`config.mk`:
```
export PLATFORM = sky130hd
export DESIGN_NAME = wav_pcm_header_parser
export DESIGN_NICKNAME = d
export VERILOG_FILES = /design/src/rtl/wph_pkg.sv /design/src/rtl/wav_pcm_header_parser.sv /design/src/rtl/wph_step.sv
export SDC_FILE = /design/constraint.sdc
export NUM_CORES = 1
export LEC_CHECK = 0
export ABC_AREA = 1
export BUFFER_PORTS_ARGS = -buffer_cell sky130_fd_sc_hd__buf_2
export CAP_MARGIN = 20
export CELL_PAD_IN_SITES_DETAIL_PLACEMENT = 0
export CELL_PAD_IN_SITES_GLOBAL_PLACEMENT = 1
export CORE_UTILIZATION = 45
export DETAILED_ROUTE_END_ITERATION = 8
export GPL_TIMING_DRIVEN = 0
export PLACE_DENSITY_LB_ADDON = 0.1
export SETUP_SLACK_MARGIN = 0.4
export SLEW_MARGIN = 20
export SYNTH_ARGS = -nofsm -noshare
export SYNTH_HDL_FRONTEND = slang
export SYNTH_HIERARCHICAL = 1
export SYNTH_SLANG_ARGS = --single-unit
```
`constraint.sdc`:
```
create_clock -name clock -period 3.9 [get_ports clock]
set_clock_uncertainty 0.05 [all_clocks]
set_input_delay 0.585 -clock clock [delete_from_list [all_inputs] [get_ports clock]]
set_output_delay 0.585 -clock clock [all_outputs]
set_load 0.05 [all_outputs]
```
`src/rtl/wph_pkg.sv`:
```
// wph_pkg: shared types, codes and constants of the WAV/PCM header parser.
// No dependencies; used by wph_step, wav_pcm_header_parser and the testbench files.
`default_nettype none

package wph_pkg;

   // Parse phases
   localparam logic [2:0] PH_RIFF = 3'd0;
   localparam logic [2:0] PH_HDR  = 3'd1;
   localparam logic [2:0] PH_FMT  = 3'd2;
   localparam logic [2:0] PH_SKIP = 3'd3;
   localparam logic [2:0] PH_DATA = 3'd4;

   // Status codes on rsp_parse_status
   localparam logic [2:0] ST_HEADER = 3'd0;
   localparam logic [2:0] ST_DATA   = 3'd1;
   localparam logic [2:0] ST_NOTWAV = 3'd2;
   localparam logic [2:0] ST_UNSUP  = 3'd3;
   localparam logic [2:0] ST_IO     = 3'd4;

   // Chunk tags, big-endian as shifted in
   localparam logic [31:0] TAG_RIFF = 32'h5249_4646;
   localparam logic [31:0] TAG_WAVE = 32'h5741_5645;
   localparam logic [31:0] TAG_FMT  = 32'h666D_7420;
   localparam logic [31:0] TAG_DATA = 32'h6461_7461;

   localparam int unsigned MAX_FORMAT_BYTES_DEFAULT = 40;
   localparam logic [31:0] MIN_FORMAT_BYTES = 32'd16;
   localparam logic [15:0] FORMAT_TAG_PCM   = 16'd1;

   // Configuration register indexes
   localparam logic [1:0] CSR_SAMPLE_RATE = 2'd0;
   localparam logic [1:0] CSR_CHANNELS    = 2'd1;
   localparam logic [1:0] CSR_SAMPLE_BITS = 2'd2;

   localparam logic [31:0] RESET_SAMPLE_RATE = 32'd16000;
   localparam logic [15:0] RESET_CHANNELS    = 16'd1;
   localparam logic [15:0] RESET_SAMPLE_BITS = 16'd16;

   typedef struct packed {
      logic [2:0]  phase;
      logic [5:0]  byte_index;
      logic [31:0] chunk_tag;
      logic [31:0] chunk_length;
      logic [31:0] field_value;
      logic        format_mismatch;
      logic        fmt_seen;
      logic        pad_pending;
      logic [31:0] data_left;
      logic [2:0]  error_code;
   } parser_state_type;

   typedef struct packed {
      logic [31:0] sample_rate;
      logic [15:0] channels;
      logic [15:0] sample_bits;
   } format_cfg_type;

   typedef struct packed {
      logic [2:0] parse_status;
      logic [7:0] sample_byte;
      logic       sample_valid;
      logic       last_sample;
   } parse_result_type;

   localparam parser_state_type STATE_RESET = '{
      phase:           PH_RIFF,
      byte_index:      6'd0,
      chunk_tag:       32'd0,
      chunk_length:    32'd0,
      field_value:     32'd0,
      format_mismatch: 1'b0,
      fmt_seen:        1'b0,
      pad_pending:     1'b0,
      data_left:       32'd0,
      error_code:      ST_HEADER
   };

endpackage

`default_nettype wire

```
`src/rtl/wav_pcm_header_parser.sv`:
```
// wav_pcm_header_parser: RIFF/WAVE header check and PCM data pass-through, top level.
// Depends on wph_pkg and wph_step.
`default_nettype none

// Channel  Direction  Ports                                        Beat
// req      in         req_valid/req_stall, stream byte, end mark   one file byte
// rsp      out        rsp_valid/rsp_stall, status, sample, flags   one result per req beat
// csr      in         csr_write_enable, csr_index, csr_write_data  one register write
//
// One req beat is taken per cycle unless req_stall is high; its result is in the rsp
// register on the next cycle. The rate is set by the single parse step between
// the state registers and the result register: one byte per cycle while rsp is not stalled.
// A full rsp register that is stalled stalls req in the same cycle.
// Reset is synchronous: parser back to the RIFF preamble, registers to
// 16000 Hz, 1 channel, 16 bits, rsp empty.

module wav_pcm_header_parser #(
   parameter int unsigned MAX_FORMAT_BYTES = wph_pkg::MAX_FORMAT_BYTES_DEFAULT
) (
   input  wire logic        clock,
   input  wire logic        reset,

   input  wire logic        req_valid,
   output      logic        req_stall,
   input  wire logic [7:0]  req_stream_byte,
   input  wire logic        req_end_of_stream,

   output      logic        rsp_valid,
   input  wire logic        rsp_stall,
   output      logic [2:0]  rsp_parse_status,
   output      logic [7:0]  rsp_sample_byte,
   output      logic        rsp_sample_valid,
   output      logic        rsp_last_sample,

   input  wire logic        csr_write_enable,
   input  wire logic [1:0]  csr_index,
   input  wire logic [31:0] csr_write_data
);

   wph_pkg::parser_state_type state_ff;
   wph_pkg::parser_state_type state_in;
   wph_pkg::format_cfg_type   cfg_ff;
   wph_pkg::parse_result_type result_in;
   wph_pkg::parse_result_type result_ff;
   logic                      rsp_valid_ff;
   logic                      req_take;

   // result register frees up when empty or drained this cycle
   assign req_stall = rsp_valid_ff & rsp_stall;
   assign req_take  = req_valid & ~req_stall;

   wph_step #(
      .MAX_FORMAT_BYTES (MAX_FORMAT_BYTES)
   ) u_step (
      .cur           (state_ff),
      .cfg           (cfg_ff),
      .stream_byte   (req_stream_byte),
      .end_of_stream (req_end_of_stream),
      .nxt           (state_in),
      .res           (result_in)
   );

   // parser state advances once per accepted beat
   always_ff @(posedge clock) begin
      if (reset) begin
         state_ff <= wph_pkg::STATE_RESET;
      end else if (req_take) begin
         state_ff <= state_in;
      end
   end

   // expected format registers; index 3 is ignored
   always_ff @(posedge clock) begin
      if (reset) begin
         cfg_ff.sample_rate <= wph_pkg::RESET_SAMPLE_RATE;
         cfg_ff.channels    <= wph_pkg::RESET_CHANNELS;
         cfg_ff.sample_bits <= wph_pkg::RESET_SAMPLE_BITS;
      end else if (csr_write_enable) begin
         unique case (csr_index)
            wph_pkg::CSR_SAMPLE_RATE: cfg_ff.sample_rate <= csr_write_data;
            wph_pkg::CSR_CHANNELS:    cfg_ff.channels    <= csr_write_data[15:0];
            wph_pkg::CSR_SAMPLE_BITS: cfg_ff.sample_bits <= csr_write_data[15:0];
            default: ;
         endcase
      end
   end

   // result register: loads on accept, empties when taken without a new beat
   always_ff @(posedge clock) begin
      if (reset) begin
         rsp_valid_ff <= 1'b0;
      end else if (req_take) begin
         rsp_valid_ff <= 1'b1;
      end else if (!rsp_stall) begin
         rsp_valid_ff <= 1'b0;
      end
   end

   always_ff @(posedge clock) begin
      if (req_take) begin
         result_ff <= result_in;
      end
   end

   assign rsp_valid        = rsp_valid_ff;
   assign rsp_parse_status = result_ff.parse_status;
   assign rsp_sample_byte  = result_ff.sample_byte;
   assign rsp_sample_valid = result_ff.sample_valid;
   assign rsp_last_sample  = result_ff.last_sample;

endmodule

`default_nettype wire

```
`src/rtl/wph_step.sv`:
```
// wph_step: next-state and result logic for one file byte of the parser.
// Depends on wph_pkg.
`default_nettype none

module wph_step #(
   parameter int unsigned MAX_FORMAT_BYTES = wph_pkg::MAX_FORMAT_BYTES_DEFAULT
) (
   input  wire wph_pkg::parser_state_type cur,
   input  wire wph_pkg::format_cfg_type   cfg,
   input  wire logic [7:0]                stream_byte,
   input  wire logic                      end_of_stream,
   output wph_pkg::parser_state_type      nxt,
   output wph_pkg::parse_result_type      res
);

   logic [31:0] len_new;
   logic [31:0] fv_new;
   logic [15:0] half;
   logic        mism_new;
   logic        fmt_last;
   logic [31:0] skip_len;

   always_comb begin
      nxt      = cur;
      res      = '0;
      len_new  = cur.chunk_length;
      fv_new   = {stream_byte, cur.field_value[31:8]};
      half     = fv_new[31:16];
      mism_new = cur.format_mismatch;
      fmt_last = (32'({26'd0, cur.byte_index}) + 32'd1) >= cur.chunk_length;
      skip_len = cur.chunk_length;

      if (cur.error_code == wph_pkg::ST_HEADER) begin
         if (end_of_stream) begin
            if (cur.phase == wph_pkg::PH_FMT) begin
               nxt.error_code = wph_pkg::ST_IO;
            end else if (cur.phase == wph_pkg::PH_DATA) begin
               if (cur.data_left != 32'd0) begin
                  nxt.error_code = wph_pkg::ST_IO;
               end
            end else begin
               nxt.error_code = wph_pkg::ST_NOTWAV;
            end
         end else begin
            unique case (cur.phase)
               wph_pkg::PH_RIFF: begin
                  nxt.chunk_tag = {cur.chunk_tag[23:0], stream_byte};
                  if (cur.byte_index == 6'd3 && nxt.chunk_tag != wph_pkg::TAG_RIFF) begin
                     nxt.error_code = wph_pkg::ST_NOTWAV;
                  end else if (cur.byte_index == 6'd11) begin
                     if (nxt.chunk_tag != wph_pkg::TAG_WAVE) begin
                        nxt.error_code = wph_pkg::ST_NOTWAV;
                     end else begin
                        nxt.phase      = wph_pkg::PH_HDR;
                        nxt.byte_index = 6'd0;
                     end
                  end else begin
                     nxt.byte_index = cur.byte_index + 6'd1;
                  end
               end

               wph_pkg::PH_HDR: begin
                  // tag big-endian, length little-endian
                  case (cur.byte_index[2:0])
                     3'd4:    len_new = {24'd0, stream_byte};
                     3'd5:    len_new[15:8]  = stream_byte;
                     3'd6:    len_new[23:16] = stream_byte;
                     3'd7:    len_new[31:24] = stream_byte;
                     default: nxt.chunk_tag  = {cur.chunk_tag[23:0], stream_byte};
                  endcase
                  nxt.chunk_length = len_new;
                  if (cur.byte_index[2:0] == 3'd7) begin
                     if (cur.chunk_tag == wph_pkg::TAG_FMT) begin
                        if (len_new < wph_pkg::MIN_FORMAT_BYTES ||
                            len_new > 32'(MAX_FORMAT_BYTES)) begin
                           nxt.error_code = wph_pkg::ST_UNSUP;
                        end else begin
                           nxt.format_mismatch = 1'b0;
                           nxt.field_value     = 32'd0;
                           nxt.byte_index      = 6'd0;
                           nxt.phase           = wph_pkg::PH_FMT;
                        end
                     end else if (cur.chunk_tag == wph_pkg::TAG_DATA) begin
                        if (!cur.fmt_seen) begin
                           nxt.error_code = wph_pkg::ST_NOTWAV;
                        end else begin
                           nxt.data_left = len_new;
                           nxt.phase     = wph_pkg::PH_DATA;
                        end
                     end else begin
                        nxt.pad_pending = len_new[0];
                        nxt.byte_index  = 6'd0;
                        nxt.phase = (len_new == 32'd0) ? wph_pkg::PH_HDR : wph_pkg::PH_SKIP;
                     end
                  end else begin
                     nxt.byte_index = {3'd0, cur.byte_index[2:0] + 3'd1};
                  end
               end

               wph_pkg::PH_FMT: begin
                  // fields land in the top half once their last byte is in
                  if (cur.byte_index == 6'd1 && half != wph_pkg::FORMAT_TAG_PCM)
                     mism_new = 1'b1;
                  if (cur.byte_index == 6'd3 && half != cfg.channels)
                     mism_new = 1'b1;
                  if (cur.byte_index == 6'd7 && fv_new != cfg.sample_rate)
                     mism_new = 1'b1;
                  if (cur.byte_index == 6'd15 && half != cfg.sample_bits)
                     mism_new = 1'b1;
                  nxt.field_value     = fv_new;
                  nxt.format_mismatch = mism_new;
                  if (fmt_last) begin
                     if (mism_new) begin
                        nxt.error_code = wph_pkg::ST_UNSUP;
                     end else begin
                        nxt.fmt_seen     = 1'b1;
                        nxt.byte_index   = 6'd0;
                        nxt.chunk_length = 32'd0;
                        // odd body length leaves a pad byte
                        nxt.pad_pending  = ~cur.byte_index[0];
                        nxt.phase = cur.byte_index[0] ? wph_pkg::PH_HDR : wph_pkg::PH_SKIP;
                     end
                  end else begin
                     nxt.byte_index = cur.byte_index + 6'd1;
                  end
               end

               wph_pkg::PH_SKIP: begin
                  if (cur.chunk_length != 32'd0) begin
                     skip_len = cur.chunk_length - 32'd1;
                  end else begin
                     nxt.pad_pending = 1'b0;
                  end
                  nxt.chunk_length = skip_len;
                  if (skip_len == 32'd0 && !nxt.pad_pending) begin
                     nxt.phase      = wph_pkg::PH_HDR;
                     nxt.byte_index = 6'd0;
                  end
               end

               wph_pkg::PH_DATA: begin
                  if (cur.data_left != 32'd0) begin
                     res.sample_byte  = stream_byte;
                     res.sample_valid = 1'b1;
                     res.last_sample  = (cur.data_left == 32'd1);
                     nxt.data_left    = cur.data_left - 32'd1;
                  end
               end

               default: nxt.phase = wph_pkg::PH_RIFF;
            endcase
         end
      end

      if (nxt.error_code != wph_pkg::ST_HEADER) begin
         res = '0;
         res.parse_status = nxt.error_code;
      end else begin
         res.parse_status = (nxt.phase == wph_pkg::PH_DATA) ? wph_pkg::ST_DATA
                                                            : wph_pkg::ST_HEADER;
      end
   end

endmodule

`default_nettype wire

```
Yosys cells after proc, flatten, opt, wreduce, memory -nomap -nowiden
Index checks and enable logic that the tools add are counted.
{"block": "classes", "n_lt_le_gt_ge": 3, "n_eq_ne": 43, "addsub": 5, "reduce_logical": 34, "n_bitwise": 9, "muxes": 90}
{"operator": "2-to-1 mux 32 bit", "n": 9}
{"operator": "2-to-1 mux 143 bit", "n": 1}
{"operator": "2-to-1 mux 140 bit", "n": 1}
{"operator": "2-to-1 mux 33 bit", "n": 4}
{"operator": "case mux 32 bit (2 select lines)", "n": 2}
{"operator": "2-to-1 mux 8 bit", "n": 13}
{"operator": "case mux 32 bit (3 select lines)", "n": 1}
{"operator": "case mux 33 bit (2 select lines)", "n": 1}
{"operator": "== test 32 x 31 -> 1 bit, second input constant", "n": 2}
{"operator": "zero test 32 bit", "n": 2}
{"operator": "inequality test 32 x 31 -> 1 bit, second input constant", "n": 2}
{"operator": "nonzero test 32 bit", "n": 2}
{"operator": "subtractor 32 x 1 -> 32 bit, second input constant", "n": 2}
{"operator": "2-to-1 mux 3 bit", "n": 18}
{"operator": "2-to-1 mux 9 bit", "n": 6}
{"operator": "case mux 8 bit (2 select lines)", "n": 3}
{"operator": "2-to-1 mux 36 bit", "n": 1}
{"operator": "2-to-1 mux 35 bit", "n": 1}
{"operator": "== test 32 x 1 -> 1 bit, second input constant", "n": 1}
{"operator": ">= comparator 32 bit", "n": 1}
{"operator": "greater-than comparator 32 x 6 -> 1 bit, second input constant", "n": 1}
{"operator": "less-than comparator 32 x 5 -> 1 bit, second input constant", "n": 1}
{"operator": "inequality test 16 bit", "n": 2}
{"operator": "inequality test 32 bit", "n": 1}
{"operator": "42 further kinds", "n": 106}
{"block": "word_totals", "elab_cells": 202, "output_inout_bits": 15, "inputBits": 48, "ff_bits": 221}

Logic depth before layout (Yosys ltp)
Gate-level depths: netlist of run 1.
{"block": "depth", "ltp_word": 17, "ltp_mapped": 24, "mapped_depth_nobuf": 23}

By module
Netlist of run 1, hierarchy kept.
{"module": "wav_pcm_header_parser", "seq_area_each_um2": 4554.4, "n_inst": 1, "area_per_inst_um2": 9226.3, "cells_per_inst": 1213}
{"module": "wph_step", "seq_area_each_um2": 0.0, "n_inst": 1, "area_per_inst_um2": 8214.1, "cells_per_inst": 1711}

Worst setup path after synthesis of run 1
No wires, ideal clock.
{"block": "synth_timing", "kind": "reg2reg", "from": "reg state_ff[134] (netlist bit)", "to": "reg state_ff[81] (netlist bit)", "t_required_ns": 3.735, "slack_ns": 1.096, "setup_time_ns": 0.115, "arrival_ns": 2.639, "stages_incl_launch_ff": 23, "n_path_buf": 1, "period_less_slack_ns": 2.804, "cell_sequence": "dfxtp_1 > ha_1 > inv_1 > nor3_1 > nand2_1 > nand2_1 > inv_1 > ha_1 > nand2_1 > inv_1 > nand2_1 > nand2_1 > nand2_1 > nand2_1 > nand2_1 > nor2_1 > o21ai_1 > buf_2 > a22oi_1 > inv_1 > nand3b_1 > nand2_1 > nor2_1"}
{"block": "synth_via", "elab_chain_cells": 11, "elab_cells_between_ends": 27, "classes_between": "add/sub (1); order compare (1); eq/ne (8); mux (12); reduce/logical (5)"}
{"item": "from (decl)", "line_no": "wav_pcm_header_parser.sv:40", "source": "wph_pkg::parser_state_type state_ff;"}
{"item": "from (signal assigned)", "line_no": "wav_pcm_header_parser.sv:66", "source": "state_ff <= wph_pkg::STATE_RESET;"}
{"item": "from (signal assigned)", "line_no": "wav_pcm_header_parser.sv:68", "source": "state_ff <= state_in;"}
{"item": "branches (longest 11 deep; another with >= comparator 32 bit)"}
Several ways; the timed one is not identified. The select of a mux whose other input is x is not followed.
A chain may end at the register's enable or synchronous reset.

==> results of run 1 <==
power by group:
group / leakage, uW / switching [uW] / internal [uW]
Clock: 0.000425 / 1060 / 1430
Combinational: 0.00641 / 1330 / 654
Sequential: 0.00178 / 219 / 2350
stage by stage:
stage | power (uW) | cell area, um^2 | setup slack, ns
6_report | 7050 | 18700 | 0.566
5_1_grt | 7400 | 18700 | 0.415
4_1_cts | 7030 | 18700 | 0.403
3_5_place_dp | 4540 | 17800 | 0.238
3_3_place_gp | 4510 | 17800 | 0.193
2_1_floorplan | 3930 | 16900 | 1.10
cell type report:
class,instances,area (um^2)
clock buffer,39,771
inverter,279,1050
buffer,177,911
sequential,213,4400
multi-input combinational,2175,10600
clock inverter,10,86.3
fill,3985,18000
tap,468,586
timing repair buffer,57,297
worst max path at each step:
stage	start	to	slack, ns	depth (start not counted)
floorplan	state_ff[134]	state_ff[81]	1.10	22
detailed placement	state_ff[134]	state_ff[93]	0.24	22
global route	state_ff[131]	state_ff[15]	0.41	15
global placement	state_ff[134]	state_ff[98]	0.19	22
CTS	state_ff[135]	state_ff[98]	0.40	22
finish	state_ff[70]	state_ff[141]	0.57	17
layer usage:
layer	part of all wire (%)	wire length, um
met1	43	29600
met2	45	31600
met3	7.3	5080
met4	4.6	3170
met5	0	0
sequential cells by signal, indices dropped and copies added, names as in the netlist:
| signal | count |
|---|---|
| rsp_last_sample | 1 |
| rsp_sample_byte | 8 |
| state_ff | 135 |
| rsp_sample_valid | 1 |
| cfg_ff | 64 |
| rsp_valid | 1 |
| rsp_parse_status | 3 |
what timing repair did:
item,in CTS,in global routing
setup endpoints to repair,24,101
setup buffers,0,2
gates resized for setup,2,22
cloned,0,0
worst register-to-register path, delay by kind of cell, from the launching register on:
family / cells / cell delay [ns]
and+or+nand+nor: 12 / 1.74
DFF: 1 / 0.38
adders and majority gates: 1 / 0.35
AOI/OAI and AO/OA: 2 / 0.26
buffers and inverters: 1 / 0.25
xor gates and xnor gates: 1 / 0.19
cells in the final DEF, fill, tap and decap left out, types with 27 or more instances in the layout:
| cell type | n |
|---|---|
| buf_2 | 151 |
| clkbuf_16 | 27 |
| o22ai_1 | 40 |
| dfxtp_1 | 198 |
| nand2_1 | 708 |
| nor2_1 | 479 |
| inv_1 | 264 |
| nand3_1 | 157 |
| o21ai_0 | 132 |
| a21oi_1 | 233 |
| xnor2_1 | 42 |
| nand3b_1 | 136 |
| clkbuf_1 | 50 |
| xor2_1 | 40 |
| nand4_1 | 37 |
| o21ai_1 | 33 |
==> flow_summary.toml, run 1 <==
[timing]
setup_tns_ns = 0
min_period_ns = 3.33
max_freq_mhz = 300
rsz0062_at_grt = "false"
slew_viol_final = 0
hold_slack_ns = 0.124
relSlewSlack_pct = 32.9
finalHoldViolCount = 0
finalCritPeriodShare_pct = 85.5
setup-violations-final = 0
worst_pin_slew_ns = 0.997

[clock_network]
clk_latency_ns = 0.59
cts_buffers = 27
cts_tree = "done"
path_clk_slew_ns = 0.06
htree_levels = 1
root_buffer = "clkbuf_16"
clock_sinks = 213
postCtsHoldBufs = 0
clockBufferDepth = 3

[place]
dp_cells = 3367
port-buffer-count = 54
place_congestion = 1.00
dp_hpwl_um = 52800

[global_route]
grt_overflow = 0
use_met3_pct = 3.97
grt_pass1_wl_um = 105000
grt_usage_pct = 35.6
top_usage_layer = "met2"
grt_start_max_net_pins = 15
grtUsageMet2_pct = 58.7
grt.met1_usage_pct = 46.9
antenna_found_initial = 0
first_global_vias = 18000

[critical_path]
r2r_cells = 17
cp_top_family = "simple AND/OR/NAND/NOR gates"
crit_slowest_cell = "dfxtp_1"
crit_path_max_incr_delay_ns = 0.38
critPathMostFrequentCell = "nand2_1"
worst-path-buf-inv = 1
timing.rr.start = "state_ff[70]"
cp_data_arrival_time_ns = 3.76
r2r-end = "state_ff[141]"
critPathRequiredTime_ns = 4.33
cp_max_fo = 6
rrSetupSlack_ns = 0.57
end_kind = "flop"
worstPathCellList = "inv_1 > ha_1 > nand2_1 > nor2_1 > nand2_1 > xnor2_1 > o21ai_0 > nand3_1 > nor2_1 > nand3_1 > nand2_2 > nand2_1 > nand2_1 > o21ai_0 > nand3b_1 > nand2_1 > nor2_1"
cp-start-kind = "flop"
crit_type = "reg -> reg"

[die]
design.core.area_um2 = 36800
die_w_um = 196
initial_core_util_pct = 46.1
die_y_um = 196
num_rows = 70
dieArea_um2 = 38400
pin_count = 63

[cells_and_area]
layout.cells.non_filler = 3418
final_util_pct = 51.0
drive_above_1_share_pct = 9.49
nets = 2994
diodes = 0
areaGrowthSynthToFinish_pct = 10.7

[synth]
netlist_instances = 2844
synth_area_per_cell_um2 = 5.96
synth_nets = 2908
syn_area_um2 = 16900
ys_warn_count = 6

[worst_hold_path]
hold_class = "in -> reg"
min_to = "rsp_valid"
holdPathStages = 2
worstHoldStart = "reset"

[routing]
drtPass1Iterations = 8
wl_um = 69500
vias = 19500
drtIter0Drc = 1802
ant_nets = 0
drc_errors = 0
routedWlPerCell_um = 20.3
via_per_inst = 5.71

[power]
p_per_area_nw_per_um2 = 376
ir_drop_mv = 0.329
p_leak_uw = 0.00862

[status]
status = "complete, no violations"

[job]
max_cap_viol_count = 0
No activity file was read; power rests on OpenSTA's default activity.
==> run 2: changes to the inputs <==
- CELL_PAD_IN_SITES_DETAIL_PLACEMENT: 0 -> default
- CELL_PAD_IN_SITES_GLOBAL_PLACEMENT: 1 -> default
- PLACE_DENSITY_LB_ADDON: 0.1 -> default
==> run 2 against run 1 <==
Cell count hardly changed. Register-to-register slack better by 0.03 ns. Largest power group unchanged. Global-route usage is 0.43 points higher. Utilization is 0.11 points lower. Clock power is 3% lower. Critical path depth is 5 lower. Flip-flop and latch count stayed put. Non-clock buffer count stayed put. Routed wire length is 0.27% higher. Sequential share of layout area hardly changed. Design area is 0.21% lower. Sequential power hardly changed.
==> flow_summary.toml, run 2 (synthesis results as in run 1) <==
[die]
num_rows = 70
dieArea_um2 = 38400
initial_core_util_pct = 46.1
die_y_um = 196
design.core.area_um2 = 36800
die_w_um = 196
pin_count = 63

[critical_path]
crit_path_max_incr_delay_ns = 0.64
r2r-end = "state_ff[126]"
crit_type = "reg -> reg"
rrSetupSlack_ns = 0.60
cp-start-kind = "flop"
end_kind = "flop"
critPathMostFrequentCell = "nand2_1"
critPathRequiredTime_ns = 4.33
cp_data_arrival_time_ns = 3.73
timing.rr.start = "state_ff[134]"
r2r_cells = 12
worstPathCellList = "inv_1 > ha_1 > nand2_2 > inv_2 > o41ai_4 > nand2_1 > clkbuf_1 > nand2_1 > a21oi_1 > nand3b_1 > nand2_1 > nor2_1"
crit_slowest_cell = "o41ai_4"
cp_max_fo = 10

[power]
intPower_uw = 4380
power_frac_comb_pct = 28.4
pwr-share-clk_pct = 34.7
ir_drop_mv = 0.363
p_sw_uw = 2600
p_per_area_nw_per_um2 = 373
sw_frac_of_total_pct = 37.3
p_leak_uw = 0.00859
seq_power_share_pct = 36.9

[cells_and_area]
layout.cells.non_filler = 3415
areaGrowthSynthToFinish_pct = 10.4
top_register = "state_ff"
drive_above_1_share_pct = 9.37
final_common_cell = "nand2_1"
largest_register_ffs = 135
mostFrequentLayoutCells = "nand2_1, nor2_1, inv_1"
multiInputGateArea_um2 = 10600
seqCellArea_um2 = 4400
fillerInstances = 4036
diodes = 0
nets = 2994

[place]
place_congestion = 1.04
dp_cells = 3367
dp_hpwl_um = 52300
port-buffer-count = 54
place_ws_ns = 0.262

[routing]
vias = 19600
drc_errors = 0
wl_um = 69700
drtIter0Drc = 1771
ant_nets = 0
drtPass1Iterations = 6
via_per_inst = 5.75
routedWlPerCell_um = 20.4

[global_route]
grt_pass1_wl_um = 107000
grt_usage_pct = 36.0
antenna_found_initial = 0
grt_start_max_net_pins = 15
first_global_vias = 18400
grt_overflow = 0

[worst_hold_path]
holdPathStages = 2
min_to = "rsp_valid"
hold_class = "in -> reg"
worstHoldStart = "reset"

[clock_network]
cts_buffers = 27
clock_sinks = 213
path_clk_slew_ns = 0.06
root_buffer = "clkbuf_16"
htree_levels = 1
cts_tree = "done"
clockBufferDepth = 3
postCtsHoldBufs = 0
clk_latency_ns = 0.59

[timing]
hold_slack_ns = 0.133
finalCritPeriodShare_pct = 84.7
fin_ws_ns = 0.598
finalHoldViolCount = 0
slew_viol_final = 0
min_period_ns = 3.30
rsz0062_at_grt = "true"
relSlewSlack_pct = 38.4
worst_pin_slew_ns = 0.916
max_freq_mhz = 303
setup-violations-final = 0
setup_tns_ns = 0

[job]
max_cap_viol_count = 0

[status]
status = "complete, no violations"
run 2: what timing repair did:
action / CTS / global route
setup endpoints to repair: 23 / 110
setup buffers: 0 / 2
pin swaps: 0 / 1
gates cloned: 0 / 0
gates resized for setup: 2 / 22
run 2: layer usage:
layer	track usage, %	share of wire, %	vias to the layer above
met5	0	0	-
met4	16.1	4.8	0
met3	4.47	8.1	179
met2	59.1	45	886
met1	47.3	42	9185
li1	-	-	9394
run 2: per-stage QoR:
stage | total power (uW) | cell area [um^2] | utilization, %
after detailed placement | 4530 | 17800 | 48.4
after global placement | 4510 | 17800 | 48.4
after CTS | 6960 | 18600 | 50.7
after global routing | 7330 | 18700 | 50.9
after floorplan | 3930 | 16900 | -
final | 6980 | 18700 | 50.9
run 2: cell type report:
| cell class | count | area share (%) |
|---|---|---|
| clock inverter | 4 | 0.207 |
| timing repair buffer | 57 | 1.59 |
| sequential | 213 | 23.5 |
| clock buffer | 42 | 4.18 |
| tap | 468 | 3.13 |
| buffer | 177 | 4.87 |
| multi-input combinational | 2175 | 56.9 |
| inverter | 279 | 5.61 |
run 2: worst max-delay path by stage:
stage	start	to	slack, ns
6_report	state_ff[134]	state_ff[126]	0.60
5_1_grt	state_ff[136]	state_ff[101]	0.38
4_1_cts	state_ff[135]	state_ff[98]	0.47
3_5_place_dp	state_ff[134]	state_ff[98]	0.26
3_3_place_gp	state_ff[134]	state_ff[98]	0.26
2_1_floorplan	state_ff[134]	state_ff[81]	1.10
run 2: critical path, delay by kind of cell (launching register included):
kind / cells / cell delay (ns)
buffers and inverters: 3 / 0.65
AO/OA/AOI/OAI: 2 / 0.71
AND/OR/NAND/NOR: 6 / 1.17
flip-flops: 1 / 0.40
adder cells (fa/ha/maj): 1 / 0.21
run 2: power groups by stage:
stage | sequential [uW] | clock (uW) | combinational [uW]
6_report | 2580 | 2420 | 1980
5_1_grt | 2600 | 2550 | 2180
4_1_cts | 2570 | 2460 | 1920
3_5_place_dp | 2620 | 0 | 1910
3_3_place_gp | 2620 | 0 | 1900
2_1_floorplan | 2570 | 0 | 1360
